## src/hw/rtl/sle_pkg.sv

```systemverilog
// Package of the sequential list engine: request, status, state and cell command codes.
// Depends on nothing; used by sle_cell, sle_ctrl and sequential_list_engine.
package sle_pkg;

    typedef enum logic [1:0] {
        FN_INSERT = 2'd0,
        FN_DELETE = 2'd1,
        FN_LOCATE = 2'd2,
        FN_SORTED = 2'd3
    } func_t;

    typedef enum logic [1:0] {
        ST_OK        = 2'd0,
        ST_FULL      = 2'd1,
        ST_BAD_POS   = 2'd2,
        ST_NOT_FOUND = 2'd3
    } status_t;

    typedef enum logic [1:0] {
        S_IDLE   = 2'd0,
        S_EXEC   = 2'd1,
        S_SCAN   = 2'd2,
        S_FINISH = 2'd3
    } state_t;

    typedef enum logic [2:0] {
        CELL_HOLD       = 3'd0,
        CELL_INSERT     = 3'd1,
        CELL_DELETE     = 3'd2,
        CELL_MARK_EQ    = 3'd3,
        CELL_MARK_GT    = 3'd4,
        CELL_FLAG_SHIFT = 3'd5
    } cell_op_t;

    typedef struct packed {
        cell_op_t op;
    } cell_cmd_t;

    localparam int POS_W    = 7;
    localparam int VALUE_W  = 32;
    localparam int S_DATA_W = 40;
    localparam int M_DATA_W = 16;

endpackage

```

## src/hw/rtl/sle_cell.sv

```systemverilog
// One list cell: holds one entry and one search flag, and trades them with its neighbours.
// Depends on sle_pkg.
module sle_cell #(
    parameter int DEPTH      = 64,
    parameter int DATA_WIDTH = 32,
    parameter int INDEX      = 0
) (
    input  logic                          aclk,
    input  logic                          aresetn,
    input  sle_pkg::cell_cmd_t            cmd,
    input  logic [$clog2(DEPTH)-1:0]      idx,
    input  logic [$clog2(DEPTH+1)-1:0]    count,
    input  logic [DATA_WIDTH-1:0]         value,
    input  logic [DATA_WIDTH-1:0]         left_data,
    input  logic [DATA_WIDTH-1:0]         right_data,
    input  logic                          right_flag,
    output logic [DATA_WIDTH-1:0]         data_out,
    output logic                          flag_out
);

    localparam int IXW = $clog2(DEPTH);
    localparam int CW  = $clog2(DEPTH + 1);
    localparam logic [IXW-1:0] MY_IDX = IXW'(INDEX);
    localparam logic [CW-1:0]  MY_CNT = CW'(INDEX);

    logic [DATA_WIDTH-1:0] data_reg;
    logic [DATA_WIDTH-1:0] data_next;
    logic                  flag_reg;
    logic                  flag_next;

    always_comb begin
        data_next = data_reg;
        flag_next = flag_reg;
        unique case (cmd.op)
            sle_pkg::CELL_INSERT: begin
                if (MY_IDX == idx) begin
                    data_next = value;
                end else if (MY_IDX > idx) begin
                    data_next = left_data;
                end
            end
            sle_pkg::CELL_DELETE: begin
                if (MY_IDX >= idx) begin
                    data_next = right_data;
                end
            end
            sle_pkg::CELL_MARK_EQ: begin
                flag_next = (MY_CNT < count) && (data_reg == value);
            end
            sle_pkg::CELL_MARK_GT: begin
                flag_next = (MY_CNT >= count) || ($signed(data_reg) > $signed(value));
            end
            sle_pkg::CELL_FLAG_SHIFT: begin
                flag_next = right_flag;
            end
            default: begin
                data_next = data_reg;
                flag_next = flag_reg;
            end
        endcase
    end

    always_ff @(posedge aclk) begin
        data_reg <= data_next;
    end

    always_ff @(posedge aclk) begin
        if (!aresetn) begin
            flag_reg <= 1'b0;
        end else begin
            flag_reg <= flag_next;
        end
    end

    assign data_out = data_reg;
    assign flag_out = flag_reg;

endmodule

```

## config.mk

```make
export PLATFORM = sky130hd
export DESIGN_NAME = sle_cell
export DESIGN_NICKNAME = d
export VERILOG_FILES = /design/src/hw/rtl/sle_pkg.sv /design/src/hw/rtl/sle_cell.sv
export SDC_FILE = /design/constraint.sdc
export NUM_CORES = 1
export LEC_CHECK = 0
export BUFFER_PORTS_ARGS = -buffer_cell sky130_fd_sc_hd__buf_2
export CORE_ASPECT_RATIO = 0.7
export CORE_MARGIN = 1.5
export CORE_UTILIZATION = 40
export DETAILED_ROUTE_END_ITERATION = 12
export PLACE_DENSITY = 0.84
export SYNTH_ARGS = -nofsm -noshare
export SYNTH_HDL_FRONTEND = slang
export SYNTH_SLANG_ARGS = --single-unit
```

## constraint.sdc

```tcl
create_clock -name aclk -period 5.35 [get_ports aclk]
set_input_delay 0.535 -clock aclk [delete_from_list [all_inputs] [get_ports aclk]]
set_output_delay 0.535 -clock aclk [all_outputs]
set_load 0.1 [all_outputs]
```

==> out/qor.txt <==
result of the run: complete, but fails checks
failing checks: DRC
Pins Over Slew Limit: 0
Reg power frac: 46.9%
clock sink total: 33
DRC viols: 9
drt total wl: 7140 um
commonest non-fill, non-tap cell in the layout: buf_2
RR Startpoint: data_out[31]
Gate power share: 21.9%
postcts setup bufs: 0
crit-path max cell delay: 1070 ps
cell family with the largest share of critical-path delay: simple AND/OR/NAND/NOR gates
first-pass GRT wire length: 11500 um
DR pass1 iterations: 11
Final Hold Viols: 0
Seq/Total Area, Yosys: 38.1%
DP Wirelength: 5760 um
max_slew headroom: 22.7%
Crit Path Category: primary input to flop
slowest cell on the critical path: nor3_2
max cap viols: 0
Die Span Y: 70.1 um
flops & latches, synth: 33
final std cells w/o fill: 536
core box area: 6220 sq um
Die Wd: 98.9 um
row count: 24
CP startpoint: idx[2]
Post-CTS Resized: 0
Crit. End Element: flop
# IOs: 148
switching power: 0.000163 W
Area contributors post-synth: edfxtp_1 (37%), ha_1 (16%), a21oi_1 (8.7%), o21ai_1 (6.8%), nand2_1 (6.0%)
worst path cell trace: buf_2 -> nor4_1 -> nand2_2 -> nor3_2 -> buf_4
WP data arrival: 3150 ps
post-layout util: 56.0%
Synth area leader: edfxtp_1
initial antenna violation count: 0
Hold Path Class: primary input to flop
WP depth: 5
IO Port Bufs: 147
number of nets in the layout: 604
Root Buffer: clkbuf_8
internal power: 0.000454 W
global route overflow: 0
Pwr Density: 177 nW/um^2
Clock transition at path regs: 70 ps
Initial Util: 41.4%
area of the multi-input gates: 1430 sq um
post-synth net total: 460
VDD IR max: 0.0936 mV
Antenna Cells: 0
synthesized instance count: 313
most frequent cells in the layout: buf_2 (147), a21oi_1 (45), nand2_1 (40), nor2_1 (35), o21ai_1 (35)
Synth Warn #: 0
clock network fraction of design power: 31.2%
vias in the first global route: 2536
fill count: 578
P&R area growth vs syn: 35.3%
Mean Syn Cell Area: 8.23 sq um
Worst Setup Start Kind: primary input
largest net degree at the start of global routing: 65
Slew @ Worst Pin: 1160 ps
FF+latch area: 981 sq um
sw frac: 26.4%
Final period util: 59.8%
Unique masters post-synth: 35
fin crit period: 3200 ps
Vias per Instance: 5.02
maximum clock insertion buffer count: 2
LEAKAGE: 1.70 nW
# H-tree levels: 2
die area: 6940 sq um
RSZ-0062 raised after global routing: no
GPL Wtd Cong: 0.838
layout cells sized above 1: 35.6%
fmax: 312 MHz
clock skew: 4.79 ps
Bufs and invs on worst path: 2
final setup vio count: 0
setup TNS: 0 ps
Worst EP required: 5300 ps
DRT antenna net count: 0
R2R cell count: 7
Critical Path End: data_out[26]
post-synthesis cell area: 2570 sq um
dpl cells: 528
vias: 2692
GRT Total Usage: 20.9%
r2r setup slk: 3060 ps
FF-to-FF End: flag_out
share of the synthesized area in the top cell type: 37.3%
Max FO, Critical Path: 64
Avg WL per Cell: 13.3 um
CTS tree: yes
initial drt markers: 100
hold_buf cts: 0
Worst-Skew Late Latency: 270 ps
Num CTS Buffers: 5
==> tightest hold or removal path: cells and delay by family <==
kind | cells | cell delay, ps
compound gates | 1 | 60
buf+inv | 1 | 70
simple gates | 1 | 40
==> worst min path at each step <==
stage | startpoint | end | slack [ps] | cells after the start
6_report | right_data[18] | data_out[18] | 540 | 3
5_1_grt | right_data[13] | data_out[13] | 540 | 3
4_1_cts | right_data[13] | data_out[13] | 530 | 3
3_5_place_dp | data_out[31] | flag_out | 810 | 3
3_3_place_gp | data_out[31] | flag_out | 780 | 3
2_1_floorplan | right_data[0] | data_out[0] | 730 | 2
==> flip-flops by register name, summed over array words and instances, names as in the netlist <==
register	flops
data_out	32
flag_out	1
==> logic make-up after synthesis <==
family / Yosys count / share of synthesized area [%]
adder cells (fa/ha/maj): 32 / 15.5
AND/OR/NAND/NOR: 106 / 19.2
multiplexers: 1 / 0.389
buffers and inverters: 47 / 6.90
flip-flops: 33 / 38.1
AO/OA/AOI/OAI: 93 / 19.5
XOR/XNOR: 1 / 0.340
==> final cells by class <==
cell class	instances	share of cell area, %
flip-flops and latches	33	28.2
multi-input cells	233	41.1
repair buffers	149	21.6
inverters	35	3.81
clock buffers	8	2.59
well taps	78	2.80
==> cell usage after synthesis <==
| library cell | count |
|---|---|
| a21oi_1 | 45 |
| nand2_1 | 41 |
| nor2_1 | 36 |
| o21ai_1 | 35 |
| inv_1 | 34 |
| edfxtp_1 | 32 |
| ha_1 | 32 |
| clkbuf_1 | 12 |
| nand3_1 | 6 |
| nand4_1 | 6 |
| nor3_1 | 3 |
| a211o_1 | 2 |
| a211oi_1 | 2 |
| a221o_1 | 2 |
| nand2b_1 | 2 |
| nor4_1 | 2 |
| o211ai_1 | 2 |
| o21ai_0 | 2 |
| a21o_1 | 1 |
| a221oi_1 | 1 |
| a22oi_1 | 1 |
| and2b_1 | 1 |
| clkinvlp_2 | 1 |
| dfxtp_1 | 1 |
| mux2i_1 | 1 |
| nand4_2 | 1 |
| nand4b_1 | 1 |
| nor2b_1 | 1 |
| nor3_2 | 1 |
| nor3b_1 | 1 |
| nor4_4 | 1 |
| or3_1 | 1 |
| or4_1 | 1 |
| or4_4 | 1 |
| xnor2_1 | 1 |
==> per-layer routing <==
metal  GRT usage (%)  wire length [um]
met5               0                 0
met3            5.11               530
met2            35.1              3390
met4            4.29                61
met1            27.6              3160
==> power groups by stage <==
stage / combinational [W] / sequential, W / clock, W
4_1_cts: 0.000135 / 0.000289 / 0.000197
2_1_floorplan: 0.0000603 / 0.000309 / 0
6_report: 0.000135 / 0.000289 / 0.000192
3_5_place_dp: 0.000135 / 0.000295 / 0
3_3_place_gp: 0.000130 / 0.000295 / 0
5_1_grt: 0.000151 / 0.000289 / 0.000209
==> metrics by stage <==
stage	instance area, sq um	power, W	hold WS (ps)	setup WS, ps
2_1_floorplan	2570	0.000369	729	1390
3_3_place_gp	3390	0.000425	782	1950
3_5_place_dp	3390	0.000430	812	1830
4_1_cts	3480	0.000621	531	2110
5_1_grt	3480	0.000649	544	1820
6_report	3480	0.000616	539	2150
No activity file was read; power rests on OpenSTA's default activity.
