**config.mk**
```make
export PLATFORM = sky130hd
export DESIGN_NAME = sle_ctrl
export DESIGN_NICKNAME = d
export VERILOG_FILES = /design/src/hw/rtl/sle_pkg.sv /design/src/hw/rtl/sle_ctrl.sv
export SDC_FILE = /design/constraint.sdc
export NUM_CORES = 1
export LEC_CHECK = 0
export ABC_AREA = 0
export BUFFER_PORTS_ARGS = -buffer_cell sky130_fd_sc_hd__buf_4
export CORE_MARGIN = 4
export CORE_UTILIZATION = 56
export DETAILED_ROUTE_END_ITERATION = 10
export HOLD_SLACK_MARGIN = 0.02
export PLACE_DENSITY = 0.95
export SYNTH_ARGS = -nofsm -noshare
export SYNTH_HDL_FRONTEND = slang
export SYNTH_SLANG_ARGS = --single-unit
```
**constraint.sdc**
```tcl
create_clock -name aclk -period 5.9 [get_ports aclk]
set_input_delay 0.59 -clock aclk [delete_from_list [all_inputs] [get_ports aclk]]
set_output_delay 0.59 -clock aclk [all_outputs]
set_load 0.01 [all_outputs]
```
**src/hw/rtl/sle_pkg.sv**
```systemverilog
// Package of the sequential list engine: request, status, state and cell command codes.
// Depends on nothing; used by sle_cell, sle_ctrl and sequential_list_engine.
package sle_pkg;

    typedef enum logic [1:0] {
        FN_INSERT = 2'd0,
        FN_DELETE = 2'd1,
        FN_LOCATE = 2'd2,
        FN_SORTED = 2'd3
    } func_t;

    typedef enum logic [1:0] {
        ST_OK        = 2'd0,
        ST_FULL      = 2'd1,
        ST_BAD_POS   = 2'd2,
        ST_NOT_FOUND = 2'd3
    } status_t;

    typedef enum logic [1:0] {
        S_IDLE   = 2'd0,
        S_EXEC   = 2'd1,
        S_SCAN   = 2'd2,
        S_FINISH = 2'd3
    } state_t;

    typedef enum logic [2:0] {
        CELL_HOLD       = 3'd0,
        CELL_INSERT     = 3'd1,
        CELL_DELETE     = 3'd2,
        CELL_MARK_EQ    = 3'd3,
        CELL_MARK_GT    = 3'd4,
        CELL_FLAG_SHIFT = 3'd5
    } cell_op_t;

    typedef struct packed {
        cell_op_t op;
    } cell_cmd_t;

    localparam int POS_W    = 7;
    localparam int VALUE_W  = 32;
    localparam int S_DATA_W = 40;
    localparam int M_DATA_W = 16;

endpackage

```
**src/hw/rtl/sle_ctrl.sv**
```systemverilog
// Request sequencer of the list engine: fill count, search counter, result register.
// Depends on sle_pkg; drives the commands of the sle_cell chain.
module sle_ctrl #(
    parameter int DEPTH      = 64,
    parameter int DATA_WIDTH = 32
) (
    input  logic                          aclk,
    input  logic                          aresetn,
    input  logic                          s_valid,
    output logic                          s_ready,
    input  sle_pkg::func_t                s_func,
    input  logic [sle_pkg::POS_W-1:0]     s_position,
    input  logic [sle_pkg::VALUE_W-1:0]   s_value,
    output logic                          m_valid,
    input  logic                          m_ready,
    output sle_pkg::status_t              m_status,
    output logic [sle_pkg::POS_W-1:0]     m_found_position,
    output logic [sle_pkg::POS_W-1:0]     m_fill_level,
    output sle_pkg::cell_cmd_t            cell_cmd,
    output logic [$clog2(DEPTH)-1:0]      cell_idx,
    output logic [$clog2(DEPTH+1)-1:0]    cell_count,
    output logic [DATA_WIDTH-1:0]         cell_value,
    input  logic                          head_flag
);

    localparam int IXW = $clog2(DEPTH);
    localparam int CW  = $clog2(DEPTH + 1);
    localparam int PW  = (CW > sle_pkg::POS_W) ? CW : sle_pkg::POS_W;
    localparam logic [CW-1:0] FULL_CNT = CW'(DEPTH);

    sle_pkg::state_t               state_reg, state_next;
    sle_pkg::func_t                func_reg, func_next;
    logic [sle_pkg::POS_W-1:0]     pos_reg, pos_next;
    logic [DATA_WIDTH-1:0]         value_reg, value_next;
    logic [CW-1:0]                 fill_reg, fill_next;
    logic [IXW-1:0]                k_reg, k_next;
    sle_pkg::status_t              res_status_reg, res_status_next;
    logic [sle_pkg::POS_W-1:0]     res_fpos_reg, res_fpos_next;
    logic                          m_valid_reg, m_valid_next;
    sle_pkg::status_t              m_status_reg, m_status_next;
    logic [sle_pkg::POS_W-1:0]     m_fpos_reg, m_fpos_next;
    logic [sle_pkg::POS_W-1:0]     m_fill_reg, m_fill_next;

    logic [PW:0]   pos_ext;
    logic [PW:0]   cnt_ext;
    logic [CW-1:0] k_plus;
    logic          full;

    assign pos_ext = (PW + 1)'(pos_reg);
    assign cnt_ext = (PW + 1)'(fill_reg);
    assign k_plus  = CW'(k_reg) + CW'(1);
    assign full    = (fill_reg == FULL_CNT);

    always_comb begin
        state_next      = state_reg;
        func_next       = func_reg;
        pos_next        = pos_reg;
        value_next      = value_reg;
        fill_next       = fill_reg;
        k_next          = k_reg;
        res_status_next = res_status_reg;
        res_fpos_next   = res_fpos_reg;
        m_valid_next    = m_valid_reg;
        m_status_next   = m_status_reg;
        m_fpos_next     = m_fpos_reg;
        m_fill_next     = m_fill_reg;
        cell_cmd.op     = sle_pkg::CELL_HOLD;
        cell_idx        = IXW'(pos_ext - (PW + 1)'(1));
        s_ready         = 1'b0;

        if (m_valid_reg && m_ready) begin
            m_valid_next = 1'b0;
        end

        unique case (state_reg)
            sle_pkg::S_IDLE: begin
                s_ready = 1'b1;
                if (s_valid) begin
                    func_next  = s_func;
                    pos_next   = s_position;
                    value_next = DATA_WIDTH'($signed(s_value));
                    state_next = sle_pkg::S_EXEC;
                end
            end
            sle_pkg::S_EXEC: begin
                res_status_next = sle_pkg::ST_OK;
                res_fpos_next   = '0;
                k_next          = '0;
                state_next      = sle_pkg::S_FINISH;
                unique case (func_reg)
                    sle_pkg::FN_INSERT: begin
                        if (full) begin
                            res_status_next = sle_pkg::ST_FULL;
                        end else if (pos_reg == '0 || pos_ext > cnt_ext + (PW + 1)'(1)) begin
                            res_status_next = sle_pkg::ST_BAD_POS;
                        end else begin
                            cell_cmd.op   = sle_pkg::CELL_INSERT;
                            fill_next     = fill_reg + CW'(1);
                            res_fpos_next = pos_reg;
                        end
                    end
                    sle_pkg::FN_DELETE: begin
                        if (pos_reg == '0 || pos_ext > cnt_ext) begin
                            res_status_next = sle_pkg::ST_BAD_POS;
                        end else begin
                            cell_cmd.op = sle_pkg::CELL_DELETE;
                            fill_next   = fill_reg - CW'(1);
                        end
                    end
                    sle_pkg::FN_LOCATE: begin
                        if (fill_reg == '0) begin
                            res_status_next = sle_pkg::ST_NOT_FOUND;
                        end else begin
                            cell_cmd.op = sle_pkg::CELL_MARK_EQ;
                            state_next  = sle_pkg::S_SCAN;
                        end
                    end
                    sle_pkg::FN_SORTED: begin
                        if (full) begin
                            res_status_next = sle_pkg::ST_FULL;
                        end else begin
                            cell_cmd.op = sle_pkg::CELL_MARK_GT;
                            state_next  = sle_pkg::S_SCAN;
                        end
                    end
                    default: begin
                        state_next = sle_pkg::S_FINISH;
                    end
                endcase
            end
            sle_pkg::S_SCAN: begin
                cell_idx = k_reg;
                if (head_flag) begin
                    res_status_next = sle_pkg::ST_OK;
                    res_fpos_next   = sle_pkg::POS_W'(k_plus);
                    state_next      = sle_pkg::S_FINISH;
                    if (func_reg == sle_pkg::FN_SORTED) begin
                        cell_cmd.op = sle_pkg::CELL_INSERT;
                        fill_next   = fill_reg + CW'(1);
                    end
                end else if (func_reg == sle_pkg::FN_LOCATE && k_plus == fill_reg) begin
                    res_status_next = sle_pkg::ST_NOT_FOUND;
                    res_fpos_next   = '0;
                    state_next      = sle_pkg::S_FINISH;
                end else begin
                    cell_cmd.op = sle_pkg::CELL_FLAG_SHIFT;
                    k_next      = k_reg + IXW'(1);
                end
            end
            sle_pkg::S_FINISH: begin
                if (!m_valid_reg || m_ready) begin
                    m_valid_next  = 1'b1;
                    m_status_next = res_status_reg;
                    m_fpos_next   = res_fpos_reg;
                    m_fill_next   = sle_pkg::POS_W'(fill_reg);
                    state_next    = sle_pkg::S_IDLE;
                end
            end
            default: begin
                state_next = sle_pkg::S_IDLE;
            end
        endcase
    end

    always_ff @(posedge aclk) begin
        if (!aresetn) begin
            state_reg   <= sle_pkg::S_IDLE;
            fill_reg    <= '0;
            m_valid_reg <= 1'b0;
        end else begin
            state_reg   <= state_next;
            fill_reg    <= fill_next;
            m_valid_reg <= m_valid_next;
        end
    end

    always_ff @(posedge aclk) begin
        func_reg       <= func_next;
        pos_reg        <= pos_next;
        value_reg      <= value_next;
        k_reg          <= k_next;
        res_status_reg <= res_status_next;
        res_fpos_reg   <= res_fpos_next;
        m_status_reg   <= m_status_next;
        m_fpos_reg     <= m_fpos_next;
        m_fill_reg     <= m_fill_next;
    end

    assign cell_count       = fill_reg;
    assign cell_value       = value_reg;
    assign m_valid          = m_valid_reg;
    assign m_status         = m_status_reg;
    assign m_found_position = m_fpos_reg;
    assign m_fill_level     = m_fill_reg;

    // The list never holds more entries than there are cells.
    assert property (@(posedge aclk) disable iff (!aresetn) fill_reg <= FULL_CNT)
        else $error("fill count beyond list depth");

    // The search never runs past the last valid entry, or the tail slot for a sorted insert.
    assert property (@(posedge aclk) disable iff (!aresetn)
        state_reg == sle_pkg::S_SCAN |-> CW'(k_reg) <= fill_reg)
        else $error("search counter beyond fill count");

    // The count moves only while a request is being carried out.
    assert property (@(posedge aclk) disable iff (!aresetn)
        (state_reg == sle_pkg::S_IDLE || state_reg == sle_pkg::S_FINISH) |=> $stable(fill_reg))
        else $error("fill count changed outside a request");

    // A full status is only ever reported for a full list.
    assert property (@(posedge aclk) disable iff (!aresetn)
        (state_reg == sle_pkg::S_FINISH && res_status_reg == sle_pkg::ST_FULL)
        |-> fill_reg == FULL_CNT)
        else $error("full status with free cells");

endmodule

```
==> flow_metrics.env, run 1 <==
export IMPL_outcome="finished clean"
export IMPL_synth_flop_cell="edfxtp_1"
export IMPL_synth_async_sr_flop_share=0
export IMPL_cts_buffers=9
export IMPL_fin_cells=531
export IMPL_finalSetupTns_ns=0
export IMPL_finalHoldViolations=0
export IMPL_setup_viol=0
export IMPL_drive_gt1_frac=0.310
export IMPL_fin_ws_ns=2.32
export IMPL_core_sq_mm=0.00691
export IMPL_finClkSkew_ns=0.0105
export IMPL_ys_types=54
export IMPL_r2r_start="cell_count[0]"
export IMPL_maxSlewViolCount=0
export IMPL_worstPathCellList="ha_1 > nand3_1 > xnor2_1 > ha_1 > nand4_1 > o221a_2 > o21a_1 > a32oi_1 > o21ai_0 > buf_4"
export IMPL_holdCritPathClass="primary input to flip-flop"
export IMPL_routedWlPerCell_um=19.4
export IMPL_yosys_warnings=0
export IMPL_slowest_stage="dfxtp_1"
export IMPL_grt_ovfl_total=0
export IMPL_cap_violations=0
export IMPL_row_count=30
export IMPL_fillerInstances=455
export IMPL_whs_path_depth=1
export IMPL_synth_common_cells="72 x edfxtp_1, 28 x nand2_1, 23 x ha_1"
export IMPL_rsz0062_at_grt="false"
export IMPL_die_area_sq_mm=0.00867
export IMPL_synth_cells=319
export IMPL_clock_sinks=82
export IMPL_cpLargestDelayFamily="compound AO/OA/AOI/OAI gates"
export IMPL_synth_nets=388
export IMPL_first_global_vias=3305
export IMPL_ff2ff_path_depth=9
export IMPL_totalWireLength_mm=10.3
export IMPL_grt_max_degree=42
export IMPL_die_height_um=93.1
export IMPL_clkTransAtPathRegs_ns=0.08
export IMPL_dr_pass1_iters=5
export IMPL_worst_r2r_setup_slack_ns=2.90
export IMPL_start_util=0.587
export IMPL_cts_resized=0
export IMPL_place_ws_ns=2.77
export IMPL_period_minus_slack_ns=3.58
export IMPL_io_pins=112
export IMPL_via_count=3137
export IMPL_yosysSeqAreaShare=0.583
export IMPL_post_cts_buffers=0
export IMPL_synth_edf_count=72
export IMPL_worstSkewPairLatency_ns=0.36
export IMPL_timing_final_crit_share=0.607
export IMPL_largest_reg_flops=32
export IMPL_syn_area_sq_mm=0.00406
export IMPL_cts_buffer_depth=2
export IMPL_yosys_top_cells_area="edfxtp_1 53%, ha_1 7.1%, dfxtp_1 4.9%"
export IMPL_worstSetupStartpointType="flip-flop"
export IMPL_slowest_delay_ns=0.56
export IMPL_drc=0
export IMPL_dpl_hpwl_mm=7.59
export IMPL_diodes=0
export IMPL_tritoncts="built"
export IMPL_synth_top_cell_area_share=0.533
export IMPL_crit_required_ns=5.31
export IMPL_grtUsageTotal=0.244
export IMPL_worstHoldEndpoint="cell_value[25]"
export IMPL_drt_iter0_markers=363
export IMPL_path_class="flip-flop to output pin"
export IMPL_cts_hold_buf=0
export IMPL_synth_top_cell_by_area="edfxtp_1"
export IMPL_place_congestion=0.941
export IMPL_place_inst=515
export IMPL_io_buffers=111
export IMPL_peakVddDrop_mv=0.389
export IMPL_ys_ff_latch=82
export IMPL_antenna_found_initial=0
export IMPL_htree_levels=3
export IMPL_cp_max_fo=10
export IMPL_via_per_inst=5.91
export IMPL_dieWidth_um=93.1
export IMPL_p_leak_nw=2.01
export IMPL_cts_root_buf="clkbuf_8"
export IMPL_r2r_end="res_fpos_reg[6]"
export IMPL_min_from="s_value[25]"
export IMPL_power_density_mw_per_mm2=446
export IMPL_area_delta_synth_final_pct=25.5
export IMPL_nets=499
export IMPL_cp_common_cell="ha_1"
export IMPL_arrival_ns=2.99
export IMPL_max_clock_freq_mhz=279
export IMPL_avgSynthCellArea_sq_um=12.7
export IMPL_utilization=0.737
export IMPL_slew_headroom=0.408
export IMPL_postRouteAntennaNets=0
export IMPL_path_buf_inv=1
export IMPL_grt_pass1_wl_mm=16.1
export IMPL_max_slew_worst_pin_slew_ns=0.889
export IMPL_yosysMostFrequentCell="edfxtp_1"
export IMPL_cp_end_kind="output pin"
## metal layers
metal	part of all wire	wire (um)	global-route usage	up-vias
met5	0	0	0	-
met4	0.043	443	0.132	0
met3	0.12	1250	0.103	48
met2	0.48	4950	0.405	225
met1	0.35	3650	0.265	1460
li1	-	-	-	1404
## logic make-up (layout without fill, tap and decap cells)
group                      count (synthesis)  after routing  share of synthesized area
AOI/OAI and AO/OA                         60             60                      0.119
xor gates and xnor gates                  22             22                     0.0509
adders and majority gates                 23             23                     0.0710
buffers and inverters                     31            147                     0.0472
DFF                                       82             82                      0.583
muxes                                      8              8                     0.0197
and+or+nand+nor                           93             93                      0.110
## placed cells by master (no fill, tap or decap), types with 6 or more instances in the layout
| master | Yosys | layout |
|---|---|---|
| ha_1 | 23 | 23 |
| edfxtp_1 | 72 | 72 |
| mux2i_1 | 8 | 8 |
| a211oi_1 | 7 | 7 |
| nor2_1 | 22 | 22 |
| xnor2_1 | 18 | 18 |
| a21oi_1 | 8 | 8 |
| inv_1 | 18 | 18 |
| and3_1 | 7 | 7 |
| clkbuf_8 | 3 | 9 |
| nand2_1 | 28 | 28 |
| nand3_1 | 10 | 10 |
| nor2b_1 | 6 | 6 |
| dfxtp_1 | 10 | 10 |
| o21ai_0 | 12 | 12 |
| buf_4 | 0 | 112 |
## layout make-up
cell class / count / area (sq um) / area share
clock buffers: 10 / 128 / 0.0251
clock inverters: 6 / 66.3 / 0.0130
inverters: 19 / 71.3 / 0.0140
multi-input cells: 206 / 1500 / 0.295
flip-flops and latches: 82 / 2360 / 0.464
well taps: 96 / 120 / 0.0236
repair buffers: 112 / 841 / 0.165
## metrics by stage
| stage | power, mW | area (sq um) | hold slack (ns) |
|---|---|---|---|
| after floorplan | 1.54 | 4060 | 0.400 |
| after global placement | 1.81 | 4900 | 0.403 |
| after detailed placement | 1.86 | 4900 | 0.408 |
| after CTS | 2.26 | 5090 | 0.386 |
| after global routing | 2.38 | 5090 | 0.380 |
| final | 2.27 | 5090 | 0.399 |
## power breakdown
group          internal [mW]  leakage [nW]  total (mW)  switching [mW]
Sequential             0.856         0.766       0.983           0.126
Combinational          0.368          1.15       0.888           0.520
Clock                  0.196        0.0905       0.400           0.204
Total                   1.42          2.01        2.27           0.850
## how the worst max path moves through the flow
stage                     depth (start not counted)     startpoint     endpoint
after floorplan                                  10  cell_count[0]  cell_cmd[0]
after global placement                           11  cell_count[0]  cell_cmd[0]
after detailed placement                         11  cell_count[0]  cell_cmd[0]
after CTS                                        11  cell_count[0]  cell_cmd[0]
after global routing                             10  cell_count[0]  cell_cmd[0]
final                                            10  cell_count[0]  cell_cmd[0]
No activity file was read; power rests on OpenSTA's default activity.
==> run 2, diff against run 1 <==
--- a/config.mk
+++ b/config.mk
@@ -8,10 +8,10 @@
 export ABC_AREA = 0
 export BUFFER_PORTS_ARGS = -buffer_cell sky130_fd_sc_hd__buf_4
 export CORE_MARGIN = 4
-export CORE_UTILIZATION = 56
+export CORE_UTILIZATION = 47
 export DETAILED_ROUTE_END_ITERATION = 10
 export HOLD_SLACK_MARGIN = 0.02
-export PLACE_DENSITY = 0.95
+export PLACE_DENSITY = 0.86
 export SYNTH_ARGS = -nofsm -noshare
 export SYNTH_HDL_FRONTEND = slang
 export SYNTH_SLANG_ARGS = --single-unit
==> constraint.sdc (replaced) <==
create_clock -name aclk -period 3.2 [get_ports aclk]
set_input_delay 0.32 -clock aclk [delete_from_list [all_inputs] [get_ports aclk]]
set_output_delay 0.32 -clock aclk [all_outputs]
set_load 0.01 [all_outputs]
==> run 2 against run 1 <==
- combinational power is 86% higher
- cell area grew 1.3%
- core utilization fell by 12 points
- via count fell by 4.7%
- count of clock-buffer cells in the layout grew 2
- total power increased by 87%
- final cell count is 2.3% higher
- clock skew about the same
- register-to-register slack worse by 2.4 ns
- worst hold slack got worse by 0.26 ns
==> flow_metrics.env, run 2 (same netlist as run 1, synthesis figures left out) <==
export IMPL_outcome="finished clean"
export IMPL_worstPathCellList="ha_1 > and3_1 > xnor2_1 > ha_1 > nand3_1 > o22ai_1 > a31o_2 > o21a_1 > a32oi_1 > o21ai_1 > buf_4"
export IMPL_place_inst=527
export IMPL_startpoint="cell_count[0]"
export IMPL_cts_buffer_depth=2
export IMPL_rsz0062_at_grt="false"
export IMPL_slowest_delay_ns=0.39
export IMPL_ff2ff_path_depth=10
export IMPL_dpl_hpwl_mm=7.58
export IMPL_finClkSkew_ns=0.0106
export IMPL_cpLargestDelayFamily="compound AO/OA/AOI/OAI gates"
export IMPL_clkTransAtPathRegs_ns=0.08
export IMPL_r2r_start="cell_count[0]"
export IMPL_cap_violations=0
export IMPL_grt_ovfl_total=0
export IMPL_max_slew_worst_pin_slew_ns=0.884
export IMPL_place_congestion=0.924
export IMPL_fin_cells=543
export IMPL_diodes=0
export IMPL_totalWireLength_mm=9.88
export IMPL_period_minus_slack_ns=3.05
export IMPL_cts_root_buf="clkbuf_8"
export IMPL_via_count=2990
export IMPL_cts_hold_buf=0
export IMPL_antenna_found_initial=0
export IMPL_holdCritPathClass="primary input to flip-flop"
export IMPL_grt_pass1_wl_mm=15.2
export IMPL_slew_headroom=0.411
export IMPL_min_from="s_value[12]"
export IMPL_area_delta_synth_final_pct=27.2
export IMPL_crit_required_ns=2.88
export IMPL_grt_max_degree=42
export IMPL_finalHoldViolations=0
export IMPL_path_class="flip-flop to output pin"
export IMPL_worstHoldEndpoint="cell_value[12]"
export IMPL_holdWs_ns=0.138
export IMPL_clock_sinks=82
export IMPL_worstSetupStartpointType="flip-flop"
export IMPL_most_common_layout_cells="115 x buf_4, 72 x edfxtp_1, 28 x nand2_1"
export IMPL_htree_levels=3
export IMPL_setup_viol=0
export IMPL_io_pins=112
export IMPL_drt_iter0_markers=258
export IMPL_r2r_end="res_fpos_reg[6]"
export IMPL_max_clock_freq_mhz=328
export IMPL_timing_final_crit_share=0.953
export IMPL_layout_commonest_cell="buf_4"
export IMPL_nets=502
export IMPL_worst_r2r_setup_slack_ns=0.49
export IMPL_finalSetupTns_ns=0
export IMPL_fin_ws_ns=0.149
export IMPL_die_area_sq_mm=0.0102
export IMPL_io_buffers=111
export IMPL_cp_max_fo=10
export IMPL_first_global_vias=3084
export IMPL_peakVddDrop_mv=0.452
export IMPL_core_sq_mm=0.00830
export IMPL_dieWidth_um=101
export IMPL_whs_path_depth=1
export IMPL_maxSlewViolCount=0
export IMPL_dr_pass1_iters=5
export IMPL_cp_common_cell="ha_1"
export IMPL_tritoncts="built"
export IMPL_largest_reg_flops=32
export IMPL_drive_gt1_frac=0.324
export IMPL_routedWlPerCell_um=18.2
export IMPL_grtUsageTotal=0.196
export IMPL_cts_buffers=9
export IMPL_cp_end_kind="output pin"
export IMPL_slowest_stage="dfxtp_4"
export IMPL_path_buf_inv=1
export IMPL_arrival_ns=2.73
export IMPL_die_height_um=101
export IMPL_start_util=0.489
export IMPL_via_per_inst=5.51
export IMPL_power_density_mw_per_mm2=823
export IMPL_row_count=33
export IMPL_worstSkewPairLatency_ns=0.35
export IMPL_fillerInstances=612
export IMPL_place_ws_ns=0.360
export IMPL_drc=0
export IMPL_postRouteAntennaNets=0
export IMPL_p_leak_nw=2.03
-- run 2: area by class of cell --
class                           count  area (sq um)  area share
Clock buffer                       12           135      0.0262
Inverter                           19          71.3      0.0138
Timing Repair Buffer              115           863       0.167
Clock inverter                      4          76.3      0.0148
Tap cell                          105           131      0.0255
Multi-Input combinational cell    206          1500       0.291
Sequential cell                    82          2380       0.461
-- run 2: per-stage QoR --
stage / utilization / total power, mW / instance area [sq um]
floorplan: - / 2.84 / 4060
global placement: 0.594 / 3.40 / 4930
detailed placement: 0.594 / 3.45 / 4930
CTS: 0.620 / 4.25 / 5140
global route: 0.621 / 4.48 / 5160
finish: 0.621 / 4.25 / 5160
-- run 2: power by group --
part	total (mW)	leakage, nW	switching [mW]	internal [mW]
combinational	1.65	1.16	0.951	0.696
clock	0.794	0.101	0.352	0.442
sequential	1.81	0.770	0.224	1.58
-- run 2: what timing repair did --
item | 4_1_cts | 5_1_grt
resized for setup | 1 | 8
setup endpoints to repair | 1 | 1
buffers inserted | 0 | 0
-- run 2: layer usage --
| layer | vias up | routed length [um] | global-route usage |
|---|---|---|---|
| met1 | 1380 | 3620 | 0.213 |
| met2 | 181 | 4760 | 0.328 |
| li1 | 1405 | - | - |
| met4 | 0 | 270 | 0.0995 |
| met5 | - | 0 | 0 |
| met3 | 24 | 1240 | 0.0803 |
-- run 2: worst register-to-register path, cell delays in order, from the launching register on --
cell and delay [ns]:
dfxtp_4 0.39, ha_1 0.25, and3_1 0.20, xnor2_1 0.13, ha_1 0.33, nand3_1 0.11
o22ai_1 0.06, a31o_2 0.24, o21a_1 0.20, and3_1 0.25, a2bb2o_1 0.30
-- run 2: worst max path at each step --
stage                            to  slack [ns]  depth (start not counted)
floorplan           res_fpos_reg[6]        0.48                         11
global placement        cell_cmd[0]        0.44                         11
detailed placement  res_fpos_reg[6]        0.36                         10
CTS                     cell_cmd[0]       0.002                         11
global route            cell_cmd[1]        0.01                          8
finish                  cell_cmd[0]        0.15                         11
==> run 3, diff against run 2 <==
--- a/config.mk
+++ b/config.mk
@@ -7,6 +7,7 @@
 export LEC_CHECK = 0
 export ABC_AREA = 0
 export BUFFER_PORTS_ARGS = -buffer_cell sky130_fd_sc_hd__buf_4
+export CORE_ASPECT_RATIO = 2
 export CORE_MARGIN = 4
 export CORE_UTILIZATION = 47
 export DETAILED_ROUTE_END_ITERATION = 10
==> run 3 against run 2 <==
- die area up 0.89%
- worst hold slack improved by 0.016 ns
- wire length is 1.3% lower
- critical path depth is 3 lower
- critical path type unchanged
- critical endpoint unchanged
==> flow_metrics.env, run 3 (same netlist as run 1, synthesis figures left out) <==
export IMPL_cts_buffers=9
export IMPL_core_sq_mm=0.00835
export IMPL_layout_commonest_cell="buf_4"
export IMPL_via_per_inst=5.60
export IMPL_dr_pass1_iters=4
export IMPL_row_count=47
export IMPL_whs_path_depth=1
export IMPL_finalHoldViolations=0
export IMPL_grtUsageTotal=0.201
export IMPL_io_pins=112
export IMPL_p_clk_frac=0.214
export IMPL_maxSlewViolCount=0
export IMPL_io_buffers=111
export IMPL_outcome="finished clean"
export IMPL_rsz0062_at_grt="false"
export IMPL_most_common_layout_cells="117 x buf_4, 72 x edfxtp_1, 28 x nand2_1"
export IMPL_path_class="flip-flop to output pin"
export IMPL_die_height_um=139
export IMPL_dpl_hpwl_mm=7.66
export IMPL_design_area_sq_mm=0.00522
export IMPL_start_util=0.486
export IMPL_power_share_switching=0.359
export IMPL_cts_hold_buf=0
export IMPL_peakVddDrop_mv=0.612
export IMPL_diodes=0
export IMPL_period_minus_slack_ns=3.12
export IMPL_dieWidth_um=73.7
export IMPL_drive_gt1_frac=0.327
export IMPL_postRouteAntennaNets=0
export IMPL_totalWireLength_mm=9.75
export IMPL_grt_ovfl_total=0
export IMPL_max_slew_worst_pin_slew_ns=0.887
export IMPL_grt_pass1_wl_mm=15.5
export IMPL_antenna_found_initial=0
export IMPL_slew_headroom=0.408
export IMPL_cp_end_kind="output pin"
export IMPL_cts_root_buf="clkbuf_16"
export IMPL_first_global_vias=3237
export IMPL_clkTransAtPathRegs_ns=0.06
export IMPL_p_comb_frac=0.375
export IMPL_max_clock_freq_mhz=320
export IMPL_cap_violations=0
export IMPL_crit_required_ns=2.88
export IMPL_routedWlPerCell_um=18.1
export IMPL_nets=504
export IMPL_net_switching_power_mw=1.57
export IMPL_setup_viol=0
export IMPL_drt_iter0_markers=160
export IMPL_finClkSkew_ns=0.00614
export IMPL_worstSetupStartpointType="flip-flop"
export IMPL_intPower_mw=2.81
export IMPL_clock_sinks=82
export IMPL_holdCritPathClass="primary input to flip-flop"
export IMPL_post_dp_cell_area_sq_mm=0.00494
export IMPL_cp_max_fo=6
export IMPL_via_count=3014
export IMPL_ff2ff_path_depth=10
export IMPL_worstSkewPairLatency_ns=0.34
export IMPL_post_cts_buffers=0
export IMPL_area_delta_synth_final_pct=28.7
export IMPL_power_density_mw_per_mm2=839
export IMPL_place_congestion=0.979
export IMPL_arrival_ns=2.80
export IMPL_p_leak_nw=2.07
export IMPL_utilization=0.625
export IMPL_tritoncts="built"
export IMPL_finalSetupTns_ns=0
export IMPL_cts_resized=2
export IMPL_die_area_sq_mm=0.0103
export IMPL_grt_max_degree=42
export IMPL_timing_final_crit_share=0.976
export IMPL_largest_reg_flops=32
export IMPL_htree_levels=3
export IMPL_cts_buffer_depth=2
export IMPL_power_share_sequential=0.411
export IMPL_drc=0
run 3: cell count changes in the layout (fill, tap and decap cells not counted):
cell        change
clkinv_1        +1
clkinv_4        +2
clkbuf_8        -9
dfxtp_4         -3
inv_6           +1
dfxtp_2         +1
clkbuf_1        -3
buf_4           +2
clkinvlp_4      +1
clkbuf_16       +9
bufinv_16       -2
dfxtp_1         +2
run 3: area by class of cell:
class	count	area, sq um
timing repair buffer	117	878
sequential	82	2370
clock inverter	7	53.8
multi-input combinational	206	1500
clock buffer	9	225
inverter	19	71.3
tap	98	123
fill	675	3130
run 3: critical path, stage by stage (launching register included):
cell	delay, ns
edfxtp_1	0.52
ha_1	0.29
and3_1	0.25
a31o_4	0.29
a2111oi_4	0.48
a31oi_2	0.23
nand2_1	0.15
o21ai_1	0.10
buf_4	0.16
run 3: power by group through the flow:
stage                     Clock, mW  Combinational (mW)  Sequential [mW]
after floorplan                   0                1.06             1.79
after global placement            0                1.59             1.80
after detailed placement          0                1.63             1.81
after CTS                     0.953                1.64             1.80
after global routing          0.998                1.79             1.83
final                         0.937                1.64             1.80
run 3: stage by stage:
step / worst slack (ns) / hold slack (ns) / power (mW) / cells
floorplan: 0.480 / 0.400 / 2.84 / 319
global placement: 0.406 / 0.401 / 3.39 / 522
detailed placement: 0.303 / 0.407 / 3.44 / 522
CTS: 0.000240 / 0.149 / 4.39 / 538
global route: 0.00404 / 0.143 / 4.62 / 538
finish: 0.0756 / 0.154 / 4.38 / 538
run 3: path summary, 6_finish.rpt:
| kind | startpoint | endpoint | slack, ns |
|---|---|---|---|
| max | k_reg[0] | cell_cmd[0] | 0.08 |
| min | s_value[21] | cell_value[21] | 0.15 |
| max reg2reg | cell_count[3] | res_fpos_reg[6] | 0.39 |
| min reg2reg | res_fpos_reg[0] | m_found_position[0] | 0.42 |
run 3: layer usage:
metal | part of all wire | up-vias | global-route usage
met1 | 0.31 | 1409 | 0.184
met3 | 0.079 | 38 | 0.0679
li1 | - | 1414 | -
met5 | 0 | - | 0
met4 | 0.051 | 0 | 0.133
met2 | 0.56 | 153 | 0.354
